`src/rtl/fpcc_pkg.sv`:
```
// ----------------------------------------------------------------------------
// fpcc_pkg
// Shared types and constants for the FP compare-condition unit.
// ----------------------------------------------------------------------------
package fpcc_pkg;

  localparam int unsigned OperandWidth = 64;
  localparam int unsigned CondWidth    = 4;

  typedef enum logic [2:0] {
    COND_F   = 3'd0,
    COND_UN  = 3'd1,
    COND_EQ  = 3'd2,
    COND_UEQ = 3'd3,
    COND_OLT = 3'd4,
    COND_ULT = 3'd5,
    COND_OLE = 3'd6,
    COND_ULE = 3'd7
  } cond_base_e;

  typedef logic [OperandWidth-1:0] operand_t;
  typedef logic [CondWidth-1:0]    cond_t;

endpackage

```
`src/rtl/fp_compare_condition_unit.sv`:
```
// ----------------------------------------------------------------------------
// fp_compare_condition_unit
// Single/double IEEE-754 compare producing the coprocessor condition bit,
// with invalid/exception signaling for codes 8..15 on NaN.
// ----------------------------------------------------------------------------
//  channel | signals                                         | direction
//  in      | in_valid_i, in_stall_o, operand_a/b, is_double, | into block
//          | condition                                       |
//  out     | out_valid_o, out_stall_i, compare_bit,          | out of block
//          | invalid_raised, exception_request               |
//
// One word per cycle unless an output stall holds it back; two register stages
// (input register, then result register), the result is presented from the latter.
// Reset clears both valid flags only.
// An output stall holds the result; the input stage keeps accepting while the
// result stage is free or draining, so a released stall adds no bubble.
module fp_compare_condition_unit (
  input  logic             clk_i,
  input  logic             rst_ni,
  input  logic             in_valid_i,
  output logic             in_stall_o,
  input  fpcc_pkg::operand_t operand_a_i,
  input  fpcc_pkg::operand_t operand_b_i,
  input  logic             is_double_i,
  input  fpcc_pkg::cond_t  condition_i,
  output logic             out_valid_o,
  input  logic             out_stall_i,
  output logic             compare_bit_o,
  output logic             invalid_raised_o,
  output logic             exception_request_o
);
  import fpcc_pkg::*;

  logic     s1_valid_q;
  operand_t a_q, b_q;
  logic     dbl_q;
  cond_t    cond_q;
  logic     out_valid_q, bit_q, inv_q;
  logic     s2_load, s1_load;

  assign s2_load    = s1_valid_q && (!out_valid_q || !out_stall_i);
  assign in_stall_o = s1_valid_q && !s2_load;
  assign s1_load    = in_valid_i && !in_stall_o;

  always_ff @(posedge clk_i or negedge rst_ni) begin
    if (!rst_ni) begin
      s1_valid_q <= 1'b0;
    end else if (s1_load || s2_load) begin
      s1_valid_q <= s1_load;
    end
  end

  always_ff @(posedge clk_i) begin
    if (s1_load) begin
      a_q    <= operand_a_i;
      b_q    <= operand_b_i;
      dbl_q  <= is_double_i;
      cond_q <= condition_i;
    end
  end

  // classification
  operand_t   a_m, b_m, mag_a, mag_b;
  logic       sa, sb, nan_a, nan_b, nan, eq, lt, mag_lt, mag_gt;
  logic       bit_d, inv_d;
  cond_base_e base;

  always_comb begin
    if (dbl_q) begin
      a_m    = a_q;
      b_m    = b_q;
      sa     = a_q[63];
      sb     = b_q[63];
      mag_a  = {1'b0, a_q[62:0]};
      mag_b  = {1'b0, b_q[62:0]};
      nan_a  = (&a_q[62:52]) && (|a_q[51:0]);
      nan_b  = (&b_q[62:52]) && (|b_q[51:0]);
    end else begin
      a_m    = {32'd0, a_q[31:0]};
      b_m    = {32'd0, b_q[31:0]};
      sa     = a_q[31];
      sb     = b_q[31];
      mag_a  = {33'd0, a_q[30:0]};
      mag_b  = {33'd0, b_q[30:0]};
      nan_a  = (&a_q[30:23]) && (|a_q[22:0]);
      nan_b  = (&b_q[30:23]) && (|b_q[22:0]);
    end
    nan    = nan_a || nan_b;
    mag_lt = mag_a < mag_b;
    mag_gt = mag_b < mag_a;
    if (nan) begin
      eq = 1'b0;
      lt = 1'b0;
    end else if (mag_a == '0 && mag_b == '0) begin
      eq = 1'b1;
      lt = 1'b0;
    end else begin
      eq = (a_m == b_m);
      if (sa != sb)  lt = sa;
      else if (!sa)  lt = mag_lt;
      else           lt = mag_gt;
    end

    base  = cond_base_e'(cond_q[2:0]);
    inv_d = cond_q[3] && nan;
    case (base)
      COND_F:   bit_d = 1'b0;
      COND_UN:  bit_d = nan;
      COND_EQ:  bit_d = eq;
      COND_UEQ: bit_d = nan || eq;
      COND_OLT: bit_d = lt;
      COND_ULT: bit_d = nan || lt;
      COND_OLE: bit_d = lt || eq;
      COND_ULE: bit_d = nan || lt || eq;
      default:  bit_d = 1'b0;
    endcase
    if (inv_d) bit_d = 1'b0;
  end

  always_ff @(posedge clk_i or negedge rst_ni) begin
    if (!rst_ni) begin
      out_valid_q <= 1'b0;
    end else if (s2_load) begin
      out_valid_q <= 1'b1;
    end else if (!out_stall_i) begin
      out_valid_q <= 1'b0;
    end
  end

  always_ff @(posedge clk_i) begin
    if (s2_load) begin
      bit_q <= bit_d;
      inv_q <= inv_d;
    end
  end

  assign out_valid_o         = out_valid_q;
  assign compare_bit_o       = bit_q;
  assign invalid_raised_o    = inv_q;
  assign exception_request_o = inv_q;

endmodule

```
`config.mk`:
```
export PLATFORM = sky130hd
export DESIGN_NAME = fp_compare_condition_unit
export DESIGN_NICKNAME = d
export VERILOG_FILES = /design/src/rtl/fpcc_pkg.sv /design/src/rtl/fp_compare_condition_unit.sv
export SDC_FILE = /design/constraint.sdc
export NUM_CORES = 1
export LEC_CHECK = 0
export ABC_AREA = 1
export BUFFER_PORTS_ARGS = -buffer_cell sky130_fd_sc_hd__buf_2
export CORE_UTILIZATION = 25
export DETAILED_ROUTE_END_ITERATION = 12
export GPL_TIMING_DRIVEN = 0
export SYNTH_ARGS = -nofsm -noshare
export SYNTH_HDL_FRONTEND = slang
export SYNTH_SLANG_ARGS = --single-unit
```
`constraint.sdc`:
```
create_clock -name clk_i -period 9 [get_ports clk_i]
set_input_delay 1.8 -clock clk_i [delete_from_list [all_inputs] [get_ports clk_i]]
set_output_delay 1.8 -clock clk_i [all_outputs]
set_load 0.02 [all_outputs]
```
==> run_results.csv, run 1 <==
group,metric,value,unit
worst_setup_path,r2r_cells,14,
floorplan,die_area,0.0285,sq mm
hold_path,min_to,"out_valid_o$_DFFE_PN0P_",
placement,dp_hpwl,13300,microns
worst_setup_path,r2r_slack,6.23,ns
placement,dp_slack,4.97,ns
timing,final.setup.tns,0,ns
cts,cts_max_level,4,
worst_setup_path,required,7.20,ns
synth,ys_ff_latch,137,
global_routing,grt_pass1_wl,26500,microns
timing,relSlewSlack,58.9,%
drt,route.detailed.drc,0,
drt,ant_nets,0,
cts,numCtsBuffers,17,
floorplan,dieHeight,169,microns
layout,syn_to_final_growth,25.4,%
worst_setup_path,reg2reg_to,"compare_bit_o$_SDFFCE_PP0P_",
floorplan,die_x,169,microns
cts,clock_sinks,137,
global_routing,grt_pass1_vias,5153,
power_and_ir_drop,power.switching,420,uW
hold_path,whs_path_depth,2,
timing,skew,0.00742,ns
drt,viasPerCell,4.23,
global_routing,globalRouteTotalUtil,12.5,%
power_and_ir_drop,p_sw_share,25.2,%
floorplan,initial_core_util,25.6,%
cts,cts_tree,"yes",
power_and_ir_drop,internal_power,1.25,mW
timing,max_freq,0.248,GHz
timing,drv_slew,0,
worst_setup_path,start_kind,"input pin",
global_routing,antenna_found_initial,5,
synth,syn_area_per_cell,10.5,sq um
floorplan,row_count,60,
cts,hold_buffers,0,
power_and_ir_drop,pwr-share-clk,40.6,%
cts,post_cts_buffers,0,
power_and_ir_drop,p_leak,3.91,nW
hold_path,hold_class,"reg -> reg",
power_and_ir_drop,vdd_ir_drop_max,0.000117,V
cts,root_buffer,"clkbuf_16",
worst_setup_path,critical_path_arrival,2.23,ns
timing,setup_viol,0,
floorplan,coreArea,0.0272,sq mm
layout,nets,1025,
drt,vias,5117,
synth,ys_seq_area_share,58.9,%
power_and_ir_drop,seqPwrFrac,47.3,%
timing,rsz0062_at_grt,"false",
timing,period_share,44.8,%
synth,synth_area,0.00697,sq mm
worst_setup_path,reg2reg_from,"dbl_q$_DFFE_PP_",
timing,min_period,4.03,ns
placement,io_buffers,141,
hold_path,min_from,"s1_valid_q$_DFFE_PN0P_",
global_routing,overflow,0,
worst_setup_path,crit_fanout,2,
cts,clockBufferDepth,2,
synth,yosysWarningCount,0,
placement,finalWeightedCongestion,0.815,
drt,dr.pass1.iters,6,
cts,clk_latency,0.42,ns
floorplan,ios,142,
synth,yosysUniqueCellTypes,29,
worst_setup_path,end_kind,"output pin",
timing,setup_ws,4.97,ns
timing,tightestPinTransition,0.611,ns
drt,routed_wl,17200,microns
outcome,status,"finished, final reports clean",
power_and_ir_drop,totalPowerFinal,1.67,mW
synth,syn-instance-count,664,
cts,path_clk_slew,0.06,ns
worst_setup_path,critPathKind,"in -> out",
power_and_ir_drop,power_density,191,mW/mm^2
layout,drive_gt1_share,22.6,%
timing,finalHoldViolCount,0,
synth,synth_nets,864,
cts,post_cts_resize_count,0,
global_routing,grt_start_max_net_pins,83,
flow_run,drv_cap,0,
power_and_ir_drop,p_comb_share,12.1,%
drt,initialDrtViolationCount,273,
drt,routedWlPerCell,14.2,microns
## state kept, by name (all words and copies together), names as in the netlist
| name | cells |
|---|---|
| s1_valid_q | 1 |
| out_valid_o | 1 |
| cond_q | 4 |
| b_q | 64 |
| compare_bit_o | 1 |
| a_q | 64 |
| dbl_q | 1 |
| exception_request_o | 1 |
## power groups by stage
| stage | Clock [mW] | Sequential [mW] | Combinational [mW] |
|---|---|---|---|
| global placement | 0 | 0.810 | 0.195 |
| global route | 0.715 | 0.795 | 0.234 |
| CTS | 0.693 | 0.789 | 0.206 |
| detailed placement | 0 | 0.802 | 0.204 |
| finish | 0.676 | 0.789 | 0.202 |
| floorplan | 0 | 0.798 | 0.128 |
## layer usage
| layer | up-vias | wire, microns | track usage, % | part of all wire (%) |
|---|---|---|---|---|
| met4 | 2 | 227 | 3.64 | 1.3 |
| li1 | 2621 | - | - | - |
| met2 | 153 | 8300 | 21.4 | 48 |
| met1 | 2322 | 7250 | 14.5 | 42 |
| met5 | - | 8 | 0 | 0.047 |
| met3 | 19 | 1380 | 4.70 | 8.0 |
## cell usage in the layout, fill, tap and decap left out, types with 2 or more instances in the layout
| master | count |
|---|---|
| inv_6 | 3 |
| o21ai_0 | 10 |
| edfxtp_1 | 135 |
| ha_1 | 63 |
| clkinv_2 | 3 |
| or2_1 | 2 |
| a21oi_1 | 33 |
| nand3_1 | 15 |
| dfrtp_1 | 2 |
| diode_2 | 2 |
| clkinv_1 | 3 |
| buf_4 | 2 |
| nor2_1 | 59 |
| clkinv_4 | 2 |
| buf_6 | 5 |
| nand4_1 | 28 |
| clkbuf_16 | 17 |
| o21a_1 | 4 |
| bufinv_16 | 2 |
| inv_1 | 88 |
| nor3_1 | 12 |
| buf_2 | 142 |
| or2_2 | 5 |
| nand2_1 | 169 |
| nor4_1 | 17 |
| nand2_2 | 3 |
## how the worst max path moves through the flow
stage	startpoint	to	slack (ns)	cells after the start
2_1_floorplan	out_stall_i	a_q[0]$_DFFE_PP_	3.82	5
3_5_place_dp	out_stall_i	in_stall_o	4.97	4
5_1_grt	out_stall_i	in_stall_o	4.86	4
4_1_cts	out_stall_i	in_stall_o	4.96	4
6_report	out_stall_i	in_stall_o	4.97	4
3_3_place_gp	out_stall_i	a_q[43]$_DFFE_PP_	2.62	6
## critical path, stage by stage
cell     delay, ns
buf_2         0.08
nand2_1       0.06
nor2_1        0.11
buf_2         0.18
## metrics by stage
step / cells / hold slack, ns / instance area [sq um] / utilization [%]
6_report: 1211 / 0.454 / 8730 / 32.1
5_1_grt: 1210 / 0.479 / 8730 / 32.1
4_1_cts: 1209 / 0.462 / 8730 / 32.1
3_5_place_dp: 1178 / 0.447 / 8170 / 30.1
3_3_place_gp: 1177 / 0.437 / 8140 / 29.9
2_1_floorplan: 664 / 0.433 / 6970 / -
## area by class of cell
type,instances,area [sq um]
Timing Repair Buffer,142,733
Antenna cell,2,5.00
Tap cell,372,465
Buffer,9,91.3
Inverter,89,339
Clock buffer,18,429
Clock inverter,13,129
Sequential cell,137,4100
Fill cell,2826,18400
Multi-Input combinational cell,429,2440
## cell families after synthesis
logic type	Yosys count	synth area share, %
AND/OR/NAND/NOR	314	19.6
buffers and inverters	98	6.10
adder cells (fa/ha/maj)	63	11.3
XOR/XNOR	1	0.126
AO/OA/AOI/OAI	51	3.97
flip-flops	137	58.9
## synth_stat cells
master	number	area [sq um]
xnor2_1	1	8.76
or2_0	1	6.26
o21a_1	4	30.0
buf_6	5	56.3
a21oi_1	33	165
buf_8	1	15.0
nand4_1	28	175
nor3_2	1	10.0
ha_1	63	788
nor4_1	17	106
or2_2	5	31.3
or2_1	2	12.5
nor3_1	12	60.1
a21oi_2	1	8.76
nand3b_1	1	7.51
o211ai_1	1	7.51
buf_4	2	15.0
nor2_1	59	221
nand3_1	15	75.1
edfxtp_1	135	4050
inv_1	89	334
and3_1	1	6.26
a21o_1	1	7.51
nand2_2	3	18.8
nand2_1	169	634
dfrtp_1	2	50.1
o21bai_1	1	7.51
o21ai_0	10	50.1
buf_2	1	5.00
Power figures use the tool's default switching activity.
==> inputs of run 2 (changes only) <==
--- a/config.mk
+++ b/config.mk
@@ -5,7 +5,7 @@
 export SDC_FILE = /design/constraint.sdc
 export NUM_CORES = 1
 export LEC_CHECK = 0
-export ABC_AREA = 1
+export ABC_AREA = 0
 export BUFFER_PORTS_ARGS = -buffer_cell sky130_fd_sc_hd__buf_2
 export CORE_UTILIZATION = 25
 export DETAILED_ROUTE_END_ITERATION = 12
==> constraint.sdc (replaced) <==
create_clock -name clk_i -period 4.1 [get_ports clk_i]
set_input_delay 0.82 -clock clk_i [delete_from_list [all_inputs] [get_ports clk_i]]
set_output_delay 0.82 -clock clk_i [all_outputs]
set_load 0.02 [all_outputs]
==> run 2 against run 1 <==
Net effect: combinational power grew 67%; synthesized cell count shrank 26%; power grew 110%; die area shrank 7.0%; largest cell class unchanged.
==> run_results.csv, run 2 <==
group,metric,value,unit
timing,min_period,3.74,ns
floorplan,initial_core_util,25.6,%
floorplan,die_area,0.0265,sq mm
global_routing,grt_pass1_vias,4360,
timing,period_share,91.2,%
timing,tightestPinTransition,0.627,ns
placement,dp_slack,-0.253,ns
synth,yosysWarningCount,0,
timing,finalHoldViolCount,0,
layout,diodes,0,
synth,synthTopCellsByArea,"edfxtp_1 63%, ha_1 12%, and2_1 3.4%",
floorplan,die_x,163,microns
drt,routed_wl,15700,microns
global_routing,overflow,0,
global_routing,globalRouteTotalUtil,12.3,%
floorplan,dieHeight,163,microns
synth,synth_edf_count,135,
worst_setup_path,path_common_cell,"clkbuf_1",
floorplan,coreArea,0.0253,sq mm
cts,cts_tree,"yes",
timing,skew,0.00997,ns
synth,synth_top_area_share,62.6,%
worst_setup_path,critical_path_arrival,3.98,ns
cts,clk_latency,0.43,ns
outcome,status,"finished, final reports clean",
layout,final_util,32.5,%
power_and_ir_drop,p_leak,3.31,nW
cts,cts_max_level,4,
global_routing,antenna_found_initial,0,
flow_run,drv_cap,0,
drt,viasPerCell,4.41,
worst_setup_path,start_kind,"flip-flop",
cts,root_buffer,"clkbuf_16",
drt,routedWlPerCell,15.8,microns
timing,drv_slew,0,
synth,synth_ff_type,"edfxtp_1",
layout,most-common-layout-cells,"142 x buf_2, 135 x edfxtp_1, 63 x ha_1, 51 x nand2_1, 36 x inv_1",
worst_setup_path,critPathKind,"reg -> reg",
synth,synth_nets,689,
layout,syn_to_final_growth,26.9,%
placement,finalWeightedCongestion,0.761,
power_and_ir_drop,vdd_ir_drop_max,0.000226,V
synth,synth_most_common_cell,"edfxtp_1",
synth,yosys-top-cells-count,"135 x edfxtp_1, 63 x ha_1, 51 x nand2_1, 36 x inv_1, 35 x and2_1",
placement,io_buffers,141,
worst_setup_path,required,4.34,ns
cts,hold_buffers,0,
timing,max_freq,0.267,GHz
cts,post_cts_buffers,0,
layout,final_area,0.00822,sq mm
placement,place_area,0.00764,sq mm
layout,final_common_cell,"buf_2",
cts,clock_sinks,137,
drt,vias,4379,
synth,syn_area_per_cell,13.2,sq um
placement,dp_hpwl,12200,microns
synth,synth_top_area_cell,"edfxtp_1",
synth,async_reset_ff_share,1.46,%
power_and_ir_drop,power_density,431,mW/mm^2
worst_setup_path,critPathSlowestCell,"or4b_1",
synth,syn-instance-count,489,
cts,path_clk_slew,0.06,ns
drt,initialDrtViolationCount,277,
cts,numCtsBuffers,17,
drt,ant_nets,0,
timing,setup_viol,0,
cts,clockBufferDepth,2,
drt,route.detailed.drc,0,
drt,dr.pass1.iters,4,
timing,relSlewSlack,57.9,%
global_routing,grt_pass1_wl,23700,microns
floorplan,ios,142,
synth,ys_seq_area_share,63.4,%
synth,yosysUniqueCellTypes,41,
worst_setup_path,path_cells,"clkbuf_1 -> clkbuf_2 -> clkbuf_1 -> nand2_1 -> ha_1 -> a21oi_1 -> o21ai_1 -> a221oi_2 -> o221ai_1 -> or3_1 -> or4b_1 -> a41oi_2",
worst_setup_path,crit_fanout,10,
layout,nets,851,
hold_path,hold_class,"in -> async",
floorplan,row_count,58,
synth,synth_area,0.00647,sq mm
timing,setup_ws,0.360,ns
timing,rsz0062_at_grt,"false",
global_routing,grt_start_max_net_pins,62,
layout,top_regs,"a_q (64), b_q (64), cond_q (4)",
worst_setup_path,worst_path_largest_cell_delay,0.50,ns
worst_setup_path,end_kind,"flip-flop",
layout,drive_gt1_share,27.7,%
synth,ys_ff_latch,137,
run 2: cell types whose count changed after synthesis, moves of 4 or more:
cell,previous run,this run
a21o_1,1,5
a21oi_1,33,25
and2_1,0,35
buf_6,5,0
clkbuf_1,0,7
inv_1,89,36
nand2_1,169,51
nand4_1,28,24
nor2_1,59,10
nor3_1,12,8
nor4_1,17,30
or2_2,5,0
run 2: cells by family after synthesis:
group | synth area share [%]
AOI/OAI and AO/OA | 6.42
xor gates and xnor gates | 0.271
adders and majority gates | 12.2
buffers and inverters | 2.67
DFF | 63.4
muxes | 0.309
and+or+nand+nor | 14.7
run 2: area by class of cell:
class / count / area, sq um
Buffer: 9 / 43.8
Clock buffer: 20 / 437
Clock inverter: 12 / 126
Fill cell: 2581 / 17000
Inverter: 36 / 135
Multi-Input combinational cell: 307 / 2200
Sequential cell: 137 / 4100
Tap cell: 330 / 413
Timing Repair Buffer: 143 / 753
run 2: worst paths after layout:
check / startpoint / endpoint / slack [ns] / depth (start not counted)
worst max-delay path: dbl_q$_DFFE_PP_ / compare_bit_o$_SDFFCE_PP0P_ / 0.36 / 12
worst min-delay path: rst_ni / s1_valid_q$_DFFE_PN0P_ / 0.18 / 1
worst max register to register: dbl_q$_DFFE_PP_ / compare_bit_o$_SDFFCE_PP0P_ / 0.36 / 12
worst min register to register: s1_valid_q$_DFFE_PN0P_ / out_valid_o$_DFFE_PN0P_ / 0.48 / 1
max in group asynchronous: rst_ni / out_valid_o$_DFFE_PN0P_ / 3.83 / 1
min in group clk_i: s1_valid_q$_DFFE_PN0P_ / out_valid_o$_DFFE_PN0P_ / 0.48 / 1
run 2: per-stage QoR:
stage          TNS [ns]  cells  hold WS, ns  power (mW)
2_1_floorplan         0    489        0.442        1.92
3_3_place_gp     -0.311    960        0.455        2.07
3_5_place_dp     -0.253    962        0.470        2.08
4_1_cts               0    994        0.151        3.60
5_1_grt               0    994        0.149        3.69
6_report              0    994        0.175        3.54
run 2: metal layers:
| layer | track usage (%) | wire (microns) |
|---|---|---|
| met4 | 4.33 | 178 |
| met1 | 15.9 | 7460 |
| met5 | 0 | 0 |
| met3 | 3.54 | 680 |
| met2 | 19.7 | 7360 |
run 2: timing repair:
| action | in CTS | in global routing |
|---|---|---|
| cloned | 0 | 0 |
| hold endpoints to repair | 0 | 0 |
| gates resized for setup | 2 | 8 |
| setup endpoints to repair | 1 | 1 |
run 2: critical path: cells and delay by family (launching register included):
| kind | cells | cell delay [ns] |
|---|---|---|
| adder cells (fa/ha/maj) | 1 | 0.31 |
| buffers and inverters | 3 | 0.97 |
| AND/OR/NAND/NOR | 3 | 0.96 |
| flip-flops | 1 | 0.32 |
| AO/OA/AOI/OAI | 5 | 0.98 |
run 2: power breakdown:
group	internal [mW]	total, mW	leakage (nW)	switching (mW)
Clock	0.892	1.49	0.276	0.601
Combinational	0.152	0.338	1.72	0.186
Sequential	1.65	1.71	1.32	0.0562
==> inputs of run 3 (changes only) <==
==> constraint.sdc (replaced) <==
create_clock -name clk_i -period 4.1 [get_ports clk_i]
set_input_delay 0.41 -clock clk_i [delete_from_list [all_inputs] [get_ports clk_i]]
set_output_delay 0.41 -clock clk_i [all_outputs]
set_load 0.02 [all_outputs]
==> run 3 against run 2 <==
Net effect: maximum frequency is essentially flat; utilization is essentially flat; clock-buffer cell count is the same; worst setup slack lost 0.0012 ns; clock skew is essentially flat; power is essentially flat; wire length is essentially flat; flip-flop and latch count is the same; non-clock buffer count grew 1.
==> run_results.csv, run 3 (synthesis results as in run 2) <==
group,metric,value,unit
worst_setup_path,required,4.34,ns
timing,max_freq,0.267,GHz
placement,finalWeightedCongestion,0.761,
layout,most-common-layout-cells,"142 x buf_2, 135 x edfxtp_1, 63 x ha_1, 51 x nand2_1, 36 x inv_1",
floorplan,dieHeight,163,microns
global_routing,grt_start_max_net_pins,62,
drt,routedWlPerCell,15.8,microns
cts,root_buffer,"clkbuf_16",
layout,layout.cells.non_filler,995,
flow_run,drv_cap,0,
layout,final_area,0.00823,sq mm
floorplan,row_count,58,
worst_setup_path,start_kind,"flip-flop",
worst_setup_path,end_kind,"flip-flop",
layout,final_common_cell,"buf_2",
power_and_ir_drop,power_density,430,mW/mm^2
timing,setup_viol,0,
power_and_ir_drop,p_leak,3.31,nW
floorplan,coreArea,0.0253,sq mm
worst_setup_path,cp_top_family,"compound AO/OA/AOI/OAI gates",
drt,vias,4371,
drt,dr.pass1.iters,4,
cts,clockBufferDepth,2,
drt,viasPerCell,4.39,
timing,drv_slew,0,
timing,tightestPinTransition,0.627,ns
worst_setup_path,crit_fanout,10,
timing,min_period,3.74,ns
worst_setup_path,critical_path_arrival,3.98,ns
floorplan,initial_core_util,25.6,%
placement,dp_hpwl,12200,microns
placement,io_buffers,141,
floorplan,die_area,0.0265,sq mm
timing,relSlewSlack,57.9,%
power_and_ir_drop,vdd_ir_drop_max,0.000226,V
worst_setup_path,path_cells,"clkbuf_1 -> clkbuf_2 -> clkbuf_1 -> nand2_1 -> ha_1 -> a21oi_1 -> o21ai_1 -> a221oi_2 -> o221ai_1 -> or3_1 -> or4b_1 -> a41oi_2",
layout,nets,852,
timing,finalHoldViolCount,0,
placement,place_area,0.00764,sq mm
worst_setup_path,critPathSlowestCell,"or4b_1",
layout,top_regs,"a_q (64), b_q (64), cond_q (4)",
floorplan,die_x,163,microns
cts,post_cts_buffers,0,
timing,rsz0062_at_grt,"false",
cts,clk_latency,0.43,ns
worst_setup_path,worst_path_largest_cell_delay,0.50,ns
cts,path_clk_slew,0.06,ns
layout,drive_gt1_share,27.7,%
cts,numCtsBuffers,17,
drt,routed_wl,15700,microns
global_routing,antenna_found_initial,0,
timing,fin_hold_ws,0.153,ns
worst_setup_path,r2r_slack,0.36,ns
global_routing,globalRouteTotalUtil,12.3,%
timing,period_share,91.3,%
layout,syn_to_final_growth,27.1,%
power_and_ir_drop,totalPowerFinal,3.54,mW
cts,clock_sinks,137,
global_routing,overflow,0,
worst_setup_path,path_common_cell,"clkbuf_1",
outcome,status,"finished, final reports clean",
drt,ant_nets,0,
placement,dp_cells,962,
drt,initialDrtViolationCount,270,
layout,diodes,0,
global_routing,grt_pass1_vias,4360,
cts,cts_max_level,4,
worst_setup_path,critPathKind,"reg -> reg",
timing,skew,0.00998,ns
hold_path,hold_class,"in -> reg",
floorplan,ios,142,
global_routing,grt_pass1_wl,23700,microns
drt,route.detailed.drc,0,
worst_setup_path,critPathBufInv,3,
cts,cts_tree,"yes",
layout,fill_cells,2580,
==> run 3: per-stage QoR <==
stage	setup WS, ns	util, %	setup TNS (ns)
2_1_floorplan	0.952	-	0
3_3_place_gp	-0.311	30.1	-0.311
3_5_place_dp	-0.253	30.3	-0.253
4_1_cts	0.0433	32.6	0
5_1_grt	0.0249	32.6	0
6_report	0.359	32.6	0
==> run 3: final timing paths <==
check / from / to / cells after the start
worst min-delay path: operand_a_i[46] / a_q[46]$_DFFE_PP_ / 1
min in group asynchronous: rst_ni / s1_valid_q$_DFFE_PN0P_ / 2
max in group asynchronous: rst_ni / out_valid_o$_DFFE_PN0P_ / 2
worst min register to register: s1_valid_q$_DFFE_PN0P_ / out_valid_o$_DFFE_PN0P_ / 1
worst max register to register: dbl_q$_DFFE_PP_ / compare_bit_o$_SDFFCE_PP0P_ / 12
worst max-delay path: dbl_q$_DFFE_PP_ / compare_bit_o$_SDFFCE_PP0P_ / 12
==> run 3: layout make-up <==
cell class | count | area (sq um) | area share (%)
repair buffers | 144 | 763 | 9.28
plain buffers | 9 | 43.8 | 0.532
inverters | 36 | 135 | 1.64
multi-input cells | 307 | 2200 | 26.8
clock buffers | 20 | 437 | 5.31
well taps | 330 | 413 | 5.02
clock inverters | 12 | 126 | 1.54
flip-flops and latches | 137 | 4100 | 49.9
==> run 3: power by group <==
part,internal (mW),total [mW],switching [mW]
Sequential,1.65,1.71,0.0562
Clock,0.892,1.49,0.601
Combinational,0.153,0.339,0.186
==> run 3: metal layers <==
metal | wire length, microns | vias up | part of all wire [%] | GRT usage (%)
li1 | - | 2209 | - | -
met1 | 7480 | 2046 | 48 | 15.9
met2 | 7370 | 103 | 47 | 19.7
met3 | 655 | 13 | 4.2 | 3.54
met4 | 180 | 0 | 1.1 | 4.33
met5 | 0 | - | 0 | 0
==> run 3: timing repair <==
action | in CTS | in global routing
endpoints found under the hold margin | 2 | 0
setup endpoints to repair | 1 | 1
resized for setup | 2 | 8
hold buffers | 1 | 0
